===== config.mk =====
export PLATFORM = sky130hd
export DESIGN_NAME = dfa_mealy_transducer
export DESIGN_NICKNAME = d
export VERILOG_FILES = /design/src/hdl/dmt_pkg.sv /design/src/hdl/dmt_ram.sv /design/src/hdl/dmt_ctrl.sv /design/src/hdl/dmt_dp.sv /design/src/hdl/dfa_mealy_transducer.sv
export VERILOG_INCLUDE_DIRS = /design/src /design/src/hdl
export SDC_FILE = /design/constraint.sdc
export NUM_CORES = 2
export LEC_CHECK = 0
export ABC_AREA = 0
export BUFFER_PORTS_ARGS = -buffer_cell sky130_fd_sc_hd__buf_4
export CORE_MARGIN = 2
export CORE_UTILIZATION = 57
export DETAILED_ROUTE_END_ITERATION = 8
export PLACE_DENSITY = 0.76
export SYNTH_ARGS = -nofsm -noshare
export SYNTH_HDL_FRONTEND = slang
export SYNTH_SLANG_ARGS = --single-unit
export TNS_END_PERCENT = 10

===== constraint.sdc =====
create_clock -name clock -period 2.85 [get_ports clock]
set_input_delay 0.4275 -clock clock [delete_from_list [all_inputs] [get_ports clock]]
set_output_delay 0.4275 -clock clock [all_outputs]
set_load 0.02 [all_outputs]

===== src/hdl/dfa_mealy_transducer_defines.svh =====
// Assertion macros shared by the automaton RTL.
// No dependencies; sampled on clock, disabled while reset is high.
`ifndef DFA_MEALY_TRANSDUCER_DEFINES_SVH
`define DFA_MEALY_TRANSDUCER_DEFINES_SVH

`ifndef NO_ASSERTIONS
`define DMT_IMPLY(label, ante, cons, msg) \
   label: assert property (@(posedge clock) disable iff (reset) (ante) |-> (cons)) \
      else $error(msg);
`define DMT_IMPLY_NEXT(label, ante, cons, msg) \
   label: assert property (@(posedge clock) disable iff (reset) (ante) |=> (cons)) \
      else $error(msg);
`else
`define DMT_IMPLY(label, ante, cons, msg)
`define DMT_IMPLY_NEXT(label, ante, cons, msg)
`endif

`endif


===== src/hdl/dmt_pkg.sv =====
// Shared types and constants for the table-driven Mealy automaton.
// No dependencies.
package dmt_pkg;

   localparam int SYMBOL_BITS  = 8;
   localparam int COL_BITS     = 4;
   localparam int STATE_BITS   = 4;
   localparam int OUT_BITS     = 8;
   localparam int MAP_DEPTH    = 2 ** SYMBOL_BITS;
   localparam int EDGE_BITS    = STATE_BITS + OUT_BITS;
   localparam int DEF_MAX_STATES  = 16;
   localparam int DEF_MAX_SYMBOLS = 16;

   typedef enum logic [1:0] {
      REQ_MAP    = 2'd0,
      REQ_EDGE   = 2'd1,
      REQ_ACCEPT = 2'd2,
      REQ_RUN    = 2'd3
   } req_code_type;

   typedef struct packed {
      logic load;
      logic run_start;
      logic edge_rd;
      logic finish;
   } dmt_cmd_type;

endpackage


===== src/hdl/dmt_ram.sv =====
// Generic single-write, single-read RAM with registered read data.
// No dependencies.
module dmt_ram #(
   parameter int WIDTH = 8,
   parameter int DEPTH = 16
) (
   input  logic                     clock,
   input  logic                     we,
   input  logic [$clog2(DEPTH)-1:0] waddr,
   input  logic [WIDTH-1:0]         wdata,
   input  logic                     re,
   input  logic [$clog2(DEPTH)-1:0] raddr,
   output logic [WIDTH-1:0]         rdata
);

   logic [WIDTH-1:0] mem_ff [DEPTH];
   logic [WIDTH-1:0] rdata_ff;

   always_ff @(posedge clock) begin
      if (we) begin
         mem_ff[waddr] <= wdata;
      end
      if (re) begin
         rdata_ff <= mem_ff[raddr];
      end
   end

   assign rdata = rdata_ff;

endmodule


===== src/hdl/dmt_ctrl.sv =====
// Sequencer for the automaton: handshakes, run phases and result valid.
// Depends on dmt_pkg and the assertion macro header.
`include "dfa_mealy_transducer_defines.svh"
module dmt_ctrl (
   input  logic                clock,
   input  logic                reset,
   input  logic                req_valid,
   output logic                req_ready,
   input  logic [1:0]          req_type,
   output logic                rsp_valid,
   input  logic                rsp_ready,
   output dmt_pkg::dmt_cmd_type cmd
);
   import dmt_pkg::*;

   typedef enum logic [1:0] {
      ST_IDLE,
      ST_MAP,
      ST_EDGE
   } state_type;

   state_type state_ff, state_in;
   logic      rsp_valid_ff, rsp_valid_in;
   logic      out_free;
   logic      accept;
   logic      run;

   assign out_free  = !rsp_valid_ff || rsp_ready;
   assign req_ready = (state_ff == ST_IDLE) || ((state_ff == ST_EDGE) && out_free);
   assign accept    = req_valid && req_ready;
   assign run       = accept && (req_code_type'(req_type) == REQ_RUN);

   assign cmd.load      = accept && !run;
   assign cmd.run_start = run;
   assign cmd.edge_rd   = (state_ff == ST_MAP);
   assign cmd.finish    = (state_ff == ST_EDGE) && out_free;

   always_comb begin
      state_in     = state_ff;
      rsp_valid_in = rsp_valid_ff && !rsp_ready;
      unique case (state_ff)
         ST_IDLE: begin
            if (run) begin
               state_in = ST_MAP;
            end
         end
         ST_MAP: begin
            state_in = ST_EDGE;
         end
         ST_EDGE: begin
            if (out_free) begin
               rsp_valid_in = 1'b1;
               state_in     = run ? ST_MAP : ST_IDLE;
            end
         end
         default: begin
            state_in = ST_IDLE;
         end
      endcase
   end

   always_ff @(posedge clock) begin
      if (reset) begin
         state_ff     <= ST_IDLE;
         rsp_valid_ff <= 1'b0;
      end else begin
         state_ff     <= state_in;
         rsp_valid_ff <= rsp_valid_in;
      end
   end

   assign rsp_valid = rsp_valid_ff;

   `DMT_IMPLY_NEXT(a_map_then_edge, state_ff == ST_MAP, state_ff == ST_EDGE, "map phase not followed by edge phase")
   `DMT_IMPLY_NEXT(a_finish_valid, cmd.finish, rsp_valid_ff, "finished word has no result")
   `DMT_IMPLY(a_no_accept_in_map, state_ff == ST_MAP, !req_ready, "word accepted during map phase")

endmodule


===== src/hdl/dmt_dp.sv =====
// Datapath: symbol map, edge table, accepting flags, run state and result register.
// Depends on dmt_pkg, dmt_ram and the assertion macro header.
`include "dfa_mealy_transducer_defines.svh"
module dmt_dp #(
   parameter int MAX_STATES  = dmt_pkg::DEF_MAX_STATES,
   parameter int MAX_SYMBOLS = dmt_pkg::DEF_MAX_SYMBOLS
) (
   input  logic                             clock,
   input  logic                             reset,
   input  dmt_pkg::dmt_cmd_type              cmd,
   input  logic [1:0]                       req_type,
   input  logic [dmt_pkg::SYMBOL_BITS-1:0]  req_symbol,
   input  logic [dmt_pkg::COL_BITS-1:0]     req_column,
   input  logic [dmt_pkg::STATE_BITS-1:0]   req_row_state,
   input  logic [dmt_pkg::STATE_BITS-1:0]   req_next_state,
   input  logic [dmt_pkg::OUT_BITS-1:0]     req_edge_output,
   input  logic                             req_accept_bit,
   input  logic                             req_word_end,
   input  logic                             cfg_wr,
   input  logic [dmt_pkg::STATE_BITS-1:0]   cfg_wdata,
   output logic [dmt_pkg::STATE_BITS-1:0]   start_state,
   output logic [dmt_pkg::OUT_BITS-1:0]     rsp_out_symbol,
   output logic                             rsp_bad_symbol,
   output logic                             rsp_word_done,
   output logic                             rsp_accepted
);
   import dmt_pkg::*;

   localparam int EDGE_DEPTH = MAX_STATES * MAX_SYMBOLS;
   localparam int EDGE_AW    = $clog2(EDGE_DEPTH);
   localparam int MAP_AW     = $clog2(MAP_DEPTH);

   req_code_type code;
   logic col_ok, row_ok, nxt_ok;
   logic map_we, edge_we, acc_we;

   logic [MAP_DEPTH-1:0]  map_valid_ff, map_valid_in;
   logic [MAX_STATES-1:0] acc_ff, acc_in;
   logic [COL_BITS-1:0]   map_rdata;
   logic [EDGE_BITS-1:0]  edge_rdata;
   logic [EDGE_AW-1:0]    edge_waddr, edge_raddr;

   logic                  hit_ff;
   logic                  word_end_ff;
   logic [STATE_BITS-1:0] state_ff, state_in;
   logic                  word_bad_ff, word_bad_in;
   logic [STATE_BITS-1:0] start_ff;

   logic [OUT_BITS-1:0]   out_symbol_ff;
   logic                  bad_symbol_ff, word_done_ff, accepted_ff;

   logic                  bad_now, st_ok, take, nst_ok, acc_rd;
   logic [OUT_BITS-1:0]   osym;
   logic [STATE_BITS-1:0] nstate;

   assign code    = req_code_type'(req_type);
   assign col_ok  = 32'(req_column) < MAX_SYMBOLS;
   assign row_ok  = 32'(req_row_state) < MAX_STATES;
   assign nxt_ok  = 32'(req_next_state) < MAX_STATES;
   assign map_we  = cmd.load && (code == REQ_MAP) && col_ok;
   assign edge_we = cmd.load && (code == REQ_EDGE) && col_ok && row_ok && nxt_ok;
   assign acc_we  = cmd.load && (code == REQ_ACCEPT) && row_ok;

   assign edge_waddr = EDGE_AW'(32'(req_row_state) * MAX_SYMBOLS + 32'(req_column));
   assign edge_raddr = EDGE_AW'(32'(state_ff) * MAX_SYMBOLS + 32'(map_rdata));

   dmt_ram #(
      .WIDTH (COL_BITS),
      .DEPTH (MAP_DEPTH)
   ) u_map_ram (
      .clock (clock),
      .we    (map_we),
      .waddr (MAP_AW'(req_symbol)),
      .wdata (req_column),
      .re    (cmd.run_start),
      .raddr (MAP_AW'(req_symbol)),
      .rdata (map_rdata)
   );

   dmt_ram #(
      .WIDTH (EDGE_BITS),
      .DEPTH (EDGE_DEPTH)
   ) u_edge_ram (
      .clock (clock),
      .we    (edge_we),
      .waddr (edge_waddr),
      .wdata ({req_next_state, req_edge_output}),
      .re    (cmd.edge_rd),
      .raddr (edge_raddr),
      .rdata (edge_rdata)
   );

   always_comb begin
      map_valid_in = map_valid_ff;
      if (map_we) begin
         map_valid_in[req_symbol] = 1'b1;
      end
      acc_in = acc_ff;
      for (int i = 0; i < MAX_STATES; i++) begin
         if (acc_we && (32'(req_row_state) == i)) begin
            acc_in[i] = req_accept_bit;
         end
      end
   end

   // run step, evaluated in the edge phase
   always_comb begin
      bad_now = word_bad_ff || !hit_ff;
      st_ok   = 32'(state_ff) < MAX_STATES;
      take    = !bad_now && st_ok;
      osym    = take ? edge_rdata[OUT_BITS-1:0] : '0;
      nstate  = take ? edge_rdata[EDGE_BITS-1:OUT_BITS] : state_ff;
      nst_ok  = 32'(nstate) < MAX_STATES;
      acc_rd  = 1'b0;
      for (int i = 0; i < MAX_STATES; i++) begin
         if (32'(nstate) == i) begin
            acc_rd = acc_ff[i];
         end
      end
      state_in    = state_ff;
      word_bad_in = word_bad_ff;
      if (cmd.finish) begin
         if (word_end_ff) begin
            state_in    = start_ff;
            word_bad_in = 1'b0;
         end else begin
            state_in    = nstate;
            word_bad_in = bad_now;
         end
      end
      if (cfg_wr) begin
         state_in    = cfg_wdata;
         word_bad_in = 1'b0;
      end
   end

   always_ff @(posedge clock) begin
      if (reset) begin
         map_valid_ff <= '0;
         acc_ff       <= '0;
         state_ff     <= '0;
         word_bad_ff  <= 1'b0;
         start_ff     <= '0;
      end else begin
         map_valid_ff <= map_valid_in;
         acc_ff       <= acc_in;
         state_ff     <= state_in;
         word_bad_ff  <= word_bad_in;
         if (cfg_wr) begin
            start_ff <= cfg_wdata;
         end
      end
   end

   always_ff @(posedge clock) begin
      if (cmd.run_start) begin
         hit_ff      <= map_valid_ff[req_symbol];
         word_end_ff <= req_word_end;
      end
      if (cmd.finish) begin
         out_symbol_ff <= osym;
         bad_symbol_ff <= bad_now;
         word_done_ff  <= word_end_ff;
         accepted_ff   <= word_end_ff && !bad_now && nst_ok && acc_rd;
      end
   end

   assign start_state    = start_ff;
   assign rsp_out_symbol = out_symbol_ff;
   assign rsp_bad_symbol = bad_symbol_ff;
   assign rsp_word_done  = word_done_ff;
   assign rsp_accepted   = accepted_ff;

   `DMT_IMPLY_NEXT(a_word_end_restarts, cmd.finish && word_end_ff, !word_bad_ff && (state_ff == start_ff), "word end did not return to start state")
   `DMT_IMPLY_NEXT(a_cfg_restarts, cfg_wr, (state_ff == start_ff) && !word_bad_ff, "start state write not applied")

endmodule


===== src/hdl/dfa_mealy_transducer.sv =====
// Run word: symbol-map read, then edge-table read, then result register. A new run
// word is taken no earlier than the edge phase of the last, bound by the state feeding
// back through the registered edge-table read; table load words write on acceptance.
// Reset (synchronous): symbol map entries invalid, accepting flags and start state
// cleared, state to 0; the edge table holds no defined contents until written.
// Top level; depends on dmt_pkg, dmt_ctrl, dmt_dp and dmt_ram.
module dfa_mealy_transducer #(
   parameter int MAX_STATES  = dmt_pkg::DEF_MAX_STATES,
   parameter int MAX_SYMBOLS = dmt_pkg::DEF_MAX_SYMBOLS
) (
   input  logic                             clock,
   input  logic                             reset,
   input  logic                             req_valid,
   output logic                             req_ready,
   input  logic [1:0]                       req_type,
   input  logic [dmt_pkg::SYMBOL_BITS-1:0]  req_symbol,
   input  logic [dmt_pkg::COL_BITS-1:0]     req_column,
   input  logic [dmt_pkg::STATE_BITS-1:0]   req_row_state,
   input  logic [dmt_pkg::STATE_BITS-1:0]   req_next_state,
   input  logic [dmt_pkg::OUT_BITS-1:0]     req_edge_output,
   input  logic                             req_accept_bit,
   input  logic                             req_word_end,
   output logic                             rsp_valid,
   input  logic                             rsp_ready,
   output logic [dmt_pkg::OUT_BITS-1:0]     rsp_out_symbol,
   output logic                             rsp_bad_symbol,
   output logic                             rsp_word_done,
   output logic                             rsp_accepted,
   input  logic                             psel,
   input  logic                             penable,
   input  logic                             pwrite,
   input  logic [2:0]                       paddr,
   input  logic [31:0]                      pwdata,
   output logic [31:0]                      prdata,
   output logic                             pready
);
   import dmt_pkg::*;

   dmt_cmd_type           cmd;
   logic                  cfg_wr;
   logic                  reg_hit;
   logic [STATE_BITS-1:0] start_state;

   assign pready  = 1'b1;
   assign reg_hit = (paddr[2] == 1'b0);
   assign cfg_wr  = psel && penable && pwrite && pready && reg_hit;
   assign prdata  = reg_hit ? 32'(start_state) : '0;

   dmt_ctrl u_ctrl (
      .clock     (clock),
      .reset     (reset),
      .req_valid (req_valid),
      .req_ready (req_ready),
      .req_type  (req_type),
      .rsp_valid (rsp_valid),
      .rsp_ready (rsp_ready),
      .cmd       (cmd)
   );

   dmt_dp #(
      .MAX_STATES  (MAX_STATES),
      .MAX_SYMBOLS (MAX_SYMBOLS)
   ) u_dp (
      .clock           (clock),
      .reset           (reset),
      .cmd             (cmd),
      .req_type        (req_type),
      .req_symbol      (req_symbol),
      .req_column      (req_column),
      .req_row_state   (req_row_state),
      .req_next_state  (req_next_state),
      .req_edge_output (req_edge_output),
      .req_accept_bit  (req_accept_bit),
      .req_word_end    (req_word_end),
      .cfg_wr          (cfg_wr),
      .cfg_wdata       (pwdata[STATE_BITS-1:0]),
      .start_state     (start_state),
      .rsp_out_symbol  (rsp_out_symbol),
      .rsp_bad_symbol  (rsp_bad_symbol),
      .rsp_word_done   (rsp_word_done),
      .rsp_accepted    (rsp_accepted)
   );

endmodule


; ---- After elaboration in Yosys (flattened, before gate mapping)
; Memory sizes are Yosys's and may differ from the RTL's. A register that Yosys moved wholly into a read port is not among the register bits.
; Index checks and enable logic that the tools add are counted.
; Widths: inputs -> output; s select.
[classes]
n_mux = 36
bitwise = 2
eq_ne = 37
add_sub_neg = 2
order_cmp = 2
reduce_logical = 45
[op_table]
columns = operator, n
row1 = $or 256x256->256, 1
row2 = $eq 4x4->1 const B, 16
row3 = $eq 4x3->1 const B, 8
row4 = $logic_and 1x1->1, 30
row5 = $mux 1, 26
row6 = $mux 4, 5
row7 = $add 8x4->8, 2
row8 = $eq 4x2->1 const B, 4
row9 = $lt 8x9->1 const B, 1
row10 = $bmux 1 s8, 1
row11 = $demux 1 s8, 1
row12 = $eq 4x1->1 const B, 2
row13 = $ge 8x1->1 const B, 1
row14 = $logic_not 4->1, 2
row15 = $eq 2x2->1 const B, 3
row16 = $pmux 2 s3, 1
row17 = $logic_not 1->1, 5
row18 = $eq 2x1->1 const B, 2
row19 = $logic_not 2->1, 2
row20 = $mux 2, 2
row21 = $ne 2x1->1 const B, 2
row22 = $logic_or 1x1->1, 3
row23 = $reduce_and 2->1, 1
row24 = $reduce_bool 2->1, 1
row25 = other kinds (2), 2
[totals]
register_bits = 297
in_bits = 74
output_inout_bits = 46
word_cells = 154
mem_bits_rw = 4096
n_memories = 2
[memory_table]
columns = name, depth, word_bits, rd, rd_ports_with_merged_regs, wr, line
row1 = u_dp.u_edge_ram.mem_ff, 256, 12, 1, 1, 1, dmt_ram.sv:16  ; logic [WIDTH-1:0] mem_ff [DEPTH];
row2 = u_dp.u_map_ram.mem_ff, 256, 4, 1, 1, 1, dmt_ram.sv:16

; ---- Depth between registers and ports, before layout
[depth]
word_depth = 21
ltp_mapped = 13
mapped_depth_nobuf = 8

; ---- Modules after synthesis
; From an unflattened synthesis, not the netlist that was laid out.
[hier_totals]
hier_cells = 8860
area_unflattened_um2 = 171623.4
[by_module_without_submodules]
columns = module, area_per_inst_um2, instances, cells_per_inst, seq_area_each_um2
row1 = dmt_ram at u_dp.u_edge_ram, 118752.6, 1, 5506, 92608.8
row2 = dmt_ram at u_dp.u_map_ram, 40715.3, 1, 2051, 30869.6
row3 = dmt_dp, 11700.0, 1, 1248, 6015.8
row4 = dfa_mealy_transducer, 270.3, 1, 36, 0.0
row5 = dmt_ctrl, 185.2, 1, 19, 60.1

; ---- Worst setup path after synthesis
; No wires, ideal clock.
[synth_path]
path_type = reg-to-reg
from = register u_ctrl.rsp_valid_ff, in the netlist u_ctrl.rsp_valid
to = memory u_dp.u_edge_ram.mem_ff[198][0] (netlist name) (enable)
arrival_time_ns = 2.632
path_stages_with_launch = 8
setup_time_ns = 0.380
synth_period_minus_slack_ns = 3.012
path_slack_ns = -0.162
n_path_buf = 1
path_cell_list = dfxtp_1 nor2b_1 a21oi_1 nand4b_1 nor3_1 nand3_1 clkbuf_1 nor2_1
[synth_via]
elab_chain_cells = 11
[synth_lines]
columns = item, line
row1 = "start, declared", dmt_ctrl.sv:23  ; logic rsp_valid_ff, rsp_valid_in;
row2 = "start signal, assigned", dmt_ctrl.sv:68  ; rsp_valid_ff <= rsp_valid_in;
row3 = $logic_not 1->1 *, dmt_ctrl.sv:28  ; assign out_free = !rsp_valid_ff || rsp_ready;
row4 = $logic_or 1x1->1 *, dmt_ctrl.sv:28
row5 = $logic_and 1x1->1 *, dmt_ctrl.sv:29  ; assign req_ready = (state_ff == ST_IDLE) || ((state_ff == ST_EDGE) && out_free);
row6 = $logic_or 1x1->1 *, dmt_ctrl.sv:29
row7 = net req_ready, dfa_mealy_transducer.sv:14  ; output logic req_ready,
row8 = $logic_and 1x1->1 *, dmt_ctrl.sv:30  ; assign accept = req_valid && req_ready;
row9 = $logic_and 1x1->1, dmt_ctrl.sv:31  ; assign run = accept && (req_code_type'(req_type) == REQ_RUN);
row10 = $logic_not 1->1, dmt_ctrl.sv:33  ; assign cmd.load = accept && !run;
row11 = $logic_and 1x1->1 *, dmt_ctrl.sv:33
row12 = $logic_and 1x1->1 *, dmt_dp.sv:61  ; assign edge_we = cmd.load && (code == REQ_EDGE) && col_ok && row_ok && nxt_ok;
row13 = $mux 1 *, dmt_ram.sv:20  ; if (we) begin
row14 = $mux 1 (not written as such) *, dmt_ram.sv:21  ; mem_ff[waddr] <= wdata;
row15 = "end, declared", dmt_ram.sv:16
; Mark *: on every way through the listed nets, which the timed path passes. The rest lies on a longest branch.

; ---- Worst setup path after layout
[layout_path]
from = register u_dp.u_map_ram.rdata_ff[0], in the netlist u_dp.u_map_ram.rdata[0], read port of u_dp.u_map_ram.mem_ff
to = register u_dp.u_edge_ram.rdata_ff[1], in the netlist u_dp.u_edge_ram.rdata[1], read port of u_dp.u_edge_ram.mem_ff, data pin
[layout_via]
elab_chain_cells = 1
[layout_lines]
columns = item, line
row1 = "start, declared", dmt_ram.sv:17  ; logic [WIDTH-1:0] rdata_ff;
row2 = $add 8x4->8, dmt_dp.sv:65  ; assign edge_raddr = EDGE_AW'(32'(state_ff) * MAX_SYMBOLS + 32'(map_rdata));
row3 = "end, declared", dmt_ram.sv:17
; No other way between the ends.
; A chain may end at the register's enable or synchronous reset.

==> out/results.tsv <==
stage	metric	value	unit
outcome	status	complete, but fails checks	
outcome	failing checks	negative setup slack	
pwr	VDD IR max	871.6	uV
yosys	Mapped Area	169800	um^2
placement	port bufs	60	
routing	drt via density	6.764	
yosys	register area share after synthesis	0.7632	
yosys	compound-cell area share of the yosys netlist	0.01450	
yosys	Unique masters post-synth	56	
worst_setup_path	endpoint class of the critical path	flop	
yosys	syn avg cell area	21.11	um^2
cts	Clock transition at path regs	0.06	ns
floorplan	core outline area	296500	um^2
cts	CTS Root Cell	clkbuf_16	
yosys	Synth Area in XOR/XNOR	0	
yosys	biggest area consumer among synthesized cells	edfxtp_1	
yosys	adder-cell share of the synthesized area	0	
finish	FF+latch area	129600	um^2
floorplan	Starting Density	0.5725	
global_route	vias in the first global route	93460	
yosys	total of warnings raised by yosys	0	
floorplan	die span in x	549.7	um
cts	Longest Clk Path Bufs	4	
yosys	share of the synthesized area in the top cell type	0.7297	
cts	Clk Latency, worst-skew pair	0.98	ns
yosys	Post-Synthesis Cells	8040	
yosys	Synth area leaders	edfxtp_1 (73%), mux4_2 (17%), dfxtp_1 (3.3%), nor2_1 (2.4%), mux2i_1 (0.89%)	
placement	Detail Placement HPWL	272100	um
global_route	initial antenna violation count	28	
global_route	largest net degree at the start of global routing	153	
worst_setup_path	Reg-to-Reg Start	u_dp.u_map_ram.rdata[0]	
floorplan	Die Height	549.7	um
cts	clk sinks	4409	
timing	Worst Skew	0.1029	ns
cts	H-tree depth	5	
floorplan	Ports	120	
worst_setup_path	Critical Path Source Type	flop	
worst_setup_path	reg2reg path depth	12	
timing	RSZ-0062 raised after global routing	true	
worst_setup_path	flop2flop setup slack	-0.47	ns
routing	via count	92710	
timing	Fmax achieved	0.3009	GHz
timing	minimum clock period	3.324	ns
floorplan	die area	302200	um^2
finish	Multi-input gate area	38630	um^2
routing	Post-Route WL	474200	um
hold_path	WHS Path Cells	4	
finish	Final #Nets	9467	
finish	most frequent cells in the layout	edfxtp_1 (4125), mux4_2 (1247), nor2_1 (1066)	
yosys	Synth Flop Type	edfxtp_1	
worst_setup_path	Reg-to-Reg End	u_dp.u_edge_ram.rdata[1]	
cts	cts bufs inserted	419	
timing	# setup viols final	12	
routing	Routed Antenna Nets	0	
floorplan	Row Count	200	
finish	fin util	0.6818	
global_route	first-pass GRT wire length	670100	um
yosys	#FFs+latches synth	4409	
finish	fill count	16970	
yosys	number of synthesized flops with an enable pin	4125	
finish	share of layout cells above drive strength 1	0.3466	
timing	max-slew violations	0	
timing	Tcrit/Tclk final	1.166	
routing	first drt pass iteration count	8	
job	max_cap viols	0	
yosys	fraction of registers with async set/reset	0	
routing	drc violations	0	
cts	CTS tree	done	
worst_setup_path	Arrival @ worst endpoint	4.05	ns
hold_path	worst hold start	paddr[2]	
finish	synth-to-layout area growth	19.09	%
yosys	Simple-Gate Fraction of Synth Area	0.03225	
global_route	gr usage total	0.3098	
timing	TNS Setup	-5.008	ns
yosys	post-synthesis mux area share	0.1759	
hold_path	Hold/Removal Path Class	in2reg	
finish	final cell count without fillers	13710	
pwr	leakage power	65.94	nW
worst_setup_path	Setup CP Type	reg2reg	
hold_path	hold endpoint	u_dp.start_state[3]	
routing	Routed WL per cell	34.59	um
timing	Worst Max-Slew Pin Slew	1.259	ns
placement	RePlAce Congestion	0.9078	
timing	Slew HR	0.1576	
pwr	overall power	133.6	mW
global_route	total congestion overflow	0	
pwr	PwrDens	660.9	nW/um^2
timing	setup slack after layout	-0.4736	ns
timing	number of hold violations in the final report	0	
worst_setup_path	worst-path maximum fanout	15	
placement	dpl cells	12800	
routing	Starting DRT DRC Count	14540	
finish	most common cell after layout, fill and taps aside	edfxtp_1	
worst_setup_path	Crit path required time	3.57	ns
yosys	main combinational cell family by area after synthesis	multiplexers	
[cell type report]
cell class / count / area share
clock inverters: 256 / 0.01353
clock buffers: 522 / 0.05515
diodes: 18 / 0.0002228
flip-flops and latches: 4409 / 0.6408
inverters: 3 / 0.00005570
well taps: 3939 / 0.02438
repair buffers: 1400 / 0.07475
multi-input cells: 3160 / 0.1911
[layer usage]
metal / vias to the layer above / share of wire / track usage
li1: 35800 / - / -
met1: 48030 / 0.34 / 0.4100
met2: 7478 / 0.49 / 0.4951
met3: 1383 / 0.12 / 0.07782
met4: 20 / 0.051 / 0.1317
met5: - / 0.00042 / 0.0004748
[logic make-up after synthesis]
family / count (synthesis)
flops: 4409
mux: 1418
buf+inv: 498
simple gates: 1362
compound gates: 351
other cells: 2
[through the flow]
stage | setup slack, ns | hold slack, ns | instance area (um^2)
global route | -0.5013 | 0.07959 | 202100
finish | -0.4736 | 0.04943 | 202200
global placement | -1.318 | 0.4431 | 186000
CTS | -0.3384 | 0.005430 | 201400
detailed placement | -1.223 | 0.4511 | 186000
floorplan | -0.1623 | 0.4348 | 169900
[worst max-delay path by stage]
stage | slack, ns | startpoint | endpoint
2_1_floorplan | -0.16 | u_ctrl.rsp_valid | u_dp.u_edge_ram.mem_ff[198][0]
3_3_place_gp | -1.32 | u_dp.u_map_ram.rdata[0] | u_dp.u_edge_ram.rdata[10]
3_5_place_dp | -1.22 | u_dp.u_map_ram.rdata[0] | u_dp.u_edge_ram.rdata[10]
4_1_cts | -0.34 | u_dp.u_map_ram.rdata[0] | u_dp.u_edge_ram.rdata[4]
5_1_grt | -0.50 | u_dp.u_map_ram.rdata[0] | u_dp.u_edge_ram.rdata[8]
6_report | -0.47 | u_dp.u_map_ram.rdata[0] | u_dp.u_edge_ram.rdata[1]
[sequential cells by signal, indices dropped and copies added, names as in the netlist]
register                cells
u_dp.rsp_accepted           1
u_dp.u_edge_ram.mem_ff   3072
u_dp.start_state            4
u_dp.hit_ff                 1
u_dp.word_end_ff            1
u_dp.u_map_ram.rdata        4
u_dp.rsp_word_done          1
u_ctrl.rsp_valid            1
u_dp.rsp_out_symbol         8
u_dp.u_map_ram.mem_ff    1024
u_dp.word_bad_ff            1
u_dp.map_valid_ff         256
u_dp.u_edge_ram.rdata      12
u_ctrl.state_ff             2
u_dp.state_ff               4
u_dp.acc_ff                16
u_dp.rsp_bad_symbol         1
[Yosys cell counts, types with 3 or more instances]
cell type and number:
a211oi_1 48, nand4_1 10, nand3_1 40, a31oi_1 6, a21oi_1 65, nor2b_1 40
nand2b_1 12, o221ai_1 16, nand3b_1 4, nor3_1 18, nand2_1 129, inv_1 3
buf_2 120, a221oi_1 8, nor2_1 1075, buf_1 32, dfxtp_1 284, mux2i_1 151
edfxtp_1 4125, buf_6 14, o22ai_1 38, nor3b_1 7, buf_4 69, a22o_1 21
a22oi_1 88, o21ai_0 23, mux2_2 17, o211ai_1 8, mux4_2 1247, mux4_1 3
and2_1 12, nand4b_1 5, clkbuf_1 259, a211o_1 8, a2111oi_0 5
[power by group]
group | switching [mW] | internal (mW)
Clock | 24.6 | 32.4
Sequential | 0.0256 | 70.7
Combinational | 3.58 | 2.27
[timing repair]
| item | 4_1_cts | 5_1_grt |
|---|---|---|
| resized for setup | 112 | 88 |
| buffers inserted | 42 | 34 |
| cloned | 8 | 3 |
| hold endpoints to repair | 147 | 0 |
| pin swaps | 24 | 16 |
| endpoints found under the setup margin | 24 | 1103 |
| hold buffers | 24 | 0 |
[worst max-delay path, stage by stage (launching register included)]
cell	delay, ns
edfxtp_1	0.40
buf_12	0.19
buf_16	0.19
buf_16	0.20
buf_4	0.16
buf_16	0.21
mux4_2	0.57
mux2i_4	0.25
o22ai_1	0.16
a211oi_1	0.36
nand2_2	0.15
nand3_2	0.12
a21oi_2	0.04
Power figures use the tool's default switching activity.
